<file path="config.mk">
export PLATFORM = sky130hd
export DESIGN_NAME = btto_fifo
export DESIGN_NICKNAME = d
export VERILOG_FILES = /design/src/btto_pkg.sv /design/src/btto_fifo.sv
export SDC_FILE = /design/constraint.sdc
export NUM_CORES = 1
export LEC_CHECK = 0
export ABC_AREA = 1
export ABC_CLOCK_PERIOD_IN_PS = 4200
export BUFFER_PORTS_ARGS = -buffer_cell sky130_fd_sc_hd__buf_2
export CORE_MARGIN = 5
export CORE_UTILIZATION = 63
export CTS_BUF_LIST = sky130_fd_sc_hd__clkbuf_8
export DETAILED_ROUTE_END_ITERATION = 12
export HOLD_SLACK_MARGIN = 0.15
export PLACE_DENSITY = 0.86
export SLEW_MARGIN = 20
export SYNTH_ARGS = -nofsm -noshare
export SYNTH_HDL_FRONTEND = slang
export SYNTH_SLANG_ARGS = --single-unit
</file>
<file path="constraint.sdc">
create_clock -name clk -period 4.2 [get_ports clk]
set_input_delay 0.21 -clock clk [delete_from_list [all_inputs] [get_ports clk]]
set_output_delay 0.21 -clock clk [all_outputs]
set_load 0.05 [all_outputs]
</file>
<file path="src/btto_pkg.sv">
// ----------------------------------------------------------------------------
// btto_pkg: shared types and constants of the box/triangle overlap test
// Queue status record, box-form enum and the cyclic axis successor and predecessor tables.
// ----------------------------------------------------------------------------
package btto_pkg;

	localparam int unsigned CNT_BITS = 4;

	typedef struct packed {
		logic                empty;
		logic [CNT_BITS-1:0] count;
	} btto_qstat_t;

	typedef enum logic {
		ACT_AABB = 1'b0,
		ACT_OBB  = 1'b1
	} btto_act_t;

	localparam int NXT [3] = '{1, 2, 0};
	localparam int PRV [3] = '{2, 0, 1};

endpackage

</file>
<file path="src/btto_fifo.sv">
// ----------------------------------------------------------------------------
// btto_fifo: small register queue
// First-in first-out store with status record; depth is a power of two.
// ----------------------------------------------------------------------------
module btto_fifo import btto_pkg::*; #(
	parameter int WIDTH = 8,
	parameter int DEPTH = 4,
	localparam int PW = $clog2(DEPTH)
) (
	input  logic             clk,
	input  logic             arst_n,
	input  logic             wr_en,
	input  logic [WIDTH-1:0] wr_data,
	input  logic             rd_en,
	output logic [WIDTH-1:0] rd_data,
	output btto_qstat_t      stat
);

	logic [WIDTH-1:0]    mem_q [DEPTH];
	logic [PW-1:0]       wr_ptr_q, rd_ptr_q;
	logic [CNT_BITS-1:0] count_q;

	always_ff @(posedge clk) begin
		if (wr_en) begin
			mem_q[wr_ptr_q] <= wr_data;
		end
	end

	always_ff @(posedge clk or negedge arst_n) begin
		if (!arst_n) begin
			wr_ptr_q <= '0;
			rd_ptr_q <= '0;
			count_q  <= '0;
		end else begin
			if (wr_en) begin
				wr_ptr_q <= wr_ptr_q + 1'b1;
			end
			if (rd_en) begin
				rd_ptr_q <= rd_ptr_q + 1'b1;
			end
			count_q <= count_q + CNT_BITS'(wr_en) - CNT_BITS'(rd_en);
		end
	end

	assign rd_data    = mem_q[rd_ptr_q];
	assign stat.empty = (count_q == '0);
	assign stat.count = count_q;

endmodule

</file>
==> impl_metrics.json <==
{
  "fmax_mhz": 523,
  "cp_data_required_time_ps": 3990,
  "final_cell_mix": "nand2_1, inv_1, edfxtp_1",
  "yosysSeqAreaShare_pct": 61.8,
  "drc": 0,
  "path_delay_family": "flip-flops",
  "cp.depth": 5,
  "gp_congestion": 0.776,
  "tns_ps": 0,
  "final_area_mm2": 0.00217,
  "vias_per_cell": 5.00,
  "antenna_found_initial": 0,
  "core-area_mm2": 0.00281,
  "grt.overflow.total": 0,
  "status": "finished clean",
  "fin_crit_ps": 1910,
  "critPathBufInv": 1,
  "post_cts_buffers": 0,
  "clkTransAtPathRegs_ps": 70,
  "clk_path_buf_depth": 2,
  "relSlewSlack_pct": 58.0,
  "worstMarginPinSlew_ps": 630,
  "dpl-instance-area_mm2": 0.00197,
  "power_leakage_nw": 1.03,
  "grt_use_total_pct": 17.2,
  "yosysWarnings": 0,
  "setup_viol": 0,
  "synth_cell_types": 20,
  "synth_area_per_cell_um2": 11.3,
  "arrival_ps": 1700,
  "ir_worst_vdd_mv": 0.554,
  "power_density_mw_per_mm2": 806,
  "cts_root_buf": "clkbuf_8",
  "hold_violations": 0,
  "fp.dieH_um": 64.6,
  "slew_violations": 0,
  "post-route-period-util_pct": 45.6,
  "rsz0062_at_grt": "false",
  "synth_cells": 167,
  "avgRoutedWirePerCell_um": 13.2,
  "dp_hpwl_um": 2150,
  "die_x_um": 64.6,
  "ant_nets": 0,
  "drt_wl_total_um": 3080,
  "clock_latency_ps": 290,
  "syn_area_mm2": 0.00188,
  "fp-row-count": 19,
  "slowest_delay_ps": 780,
  "numPortBuffers": 24,
  "hold-path-cell-count": 2,
  "grt_pass1_vias": 1197,
  "reg2reg_depth": 7,
  "path_class": "reg -> out",
  "syn-num-nets": 189,
  "cts.sinks": 40,
  "drive_gt1_share_pct": 19.7,
  "diodes": 0,
  "cp_cell_sequence": "nor2_1 > nor2_1 > nand2_1 > nand2_1 > buf_2",
  "cts_tree": "done",
  "cp_max_fo": 34,
  "hp-class": "in -> reg",
  "cap_violations": 0,
  "initial_core_util_pct": 67.0,
  "crit_path_end_kind": "primary output",
  "start_kind": "flop",
  "drt_iter0_drc": 45,
  "grt_max_degree": 35,
  "vias": 1170,
  "report.power.total_w": 0.00175,
  "firstDrtPassIters": 5,
  "nets": 224,
  "die_area_mm2": 0.00418,
  "critPathSlowestCell": "dfrtp_2",
  "final_common_cell": "nand2_1",
  "io-pin-count": 25,
  "fillers": 173,
  "cts_inserted_buffers": 5,
  "htreeDepth": 2,
  "ys_seq_elements": 40,
  "skew_ps": 4.44,
  "grt_pass1_wl_um": 5200,
  "syn_to_final_growth_pct": 15.6
}
[timing repair]
item                      CTS  global route
hold endpoints to repair   41             0
hold buffers               10             0
gates resized for setup     0             0
[through the flow]
step	hold WS (ps)	utilization, %	setup WS, ps	cells
finish	205	77.5	2290	234
detailed placement	61.3	70.1	2240	216
CTS	201	77.4	1910	234
global route	211	77.5	2110	234
floorplan	-85.6	-	2340	167
global placement	60.5	70.1	2350	216
[synth_stat cells, drive strengths merged]
cell	instances	area [µm²]
a21oi	1	5.00
buf	4	53.8
clkbuf	2	18.8
dfrtp	8	200
edfxtp	32	961
fa	1	20.0
ha	9	113
inv	34	128
nand2	43	161
nand3	3	15.0
nor2	16	60.1
o211ai	8	95.1
o21ai	2	13.8
xnor2	1	8.76
xor2	3	26.3
[final timing paths]
check / from / end / slack (ps)
min in group asynchronous: arst_n / count_q[0] / 310
max reg2reg: count_q[0] / count_q[1] / 2580
min: wr_en / wr_ptr_q[1] / 200
min reg2reg: wr_ptr_q[0] / wr_ptr_q[0] / 550
max in group asynchronous: arst_n / rd_ptr_q[0] / 3710
max: rd_ptr_q[0] / rd_data[1] / 2290
[logic make-up after synthesis]
| group | after synthesis | share of synthesized area (%) |
|---|---|---|
| compound gates | 11 | 6.06 |
| xor+xnor | 4 | 1.86 |
| buf+inv | 40 | 10.7 |
| fa+ha+maj | 10 | 7.06 |
| flops | 40 | 61.8 |
| simple gates | 62 | 12.6 |
[flip-flops by register name, summed over array words and instances (netlist names)]
name      flops
count_q       4
rd_ptr_q      2
wr_ptr_q      2
mem_q        32
[layer usage]
metal  vias to the layer above  track usage [%]  part of all wire (%)
li1                        595                -                     -
met1                       552             17.6                    40
met2                        21             30.4                    55
met3                         2             6.56                   4.1
met4                         0             8.97                  0.75
met5                         -                0                     0
[cell type report]
| cell class | instances | area [µm²] | area share (%) |
|---|---|---|---|
| clock buffers | 5 | 68.8 | 3.17 |
| inverters | 34 | 128 | 5.87 |
| multi-input cells | 87 | 518 | 23.8 |
| repair buffers | 34 | 220 | 10.1 |
| flip-flops and latches | 40 | 1160 | 53.5 |
| clock inverters | 3 | 37.5 | 1.73 |
| well taps | 31 | 38.8 | 1.78 |
[report_power, final]
group	switching [W]	total, W	internal, W
Clock	0.000127	0.000300	0.000173
Combinational	0.000586	0.000820	0.000235
Sequential	0.0000944	0.000631	0.000536
Total	0.000807	0.00175	0.000944
(Power assumes the default switching activity.)
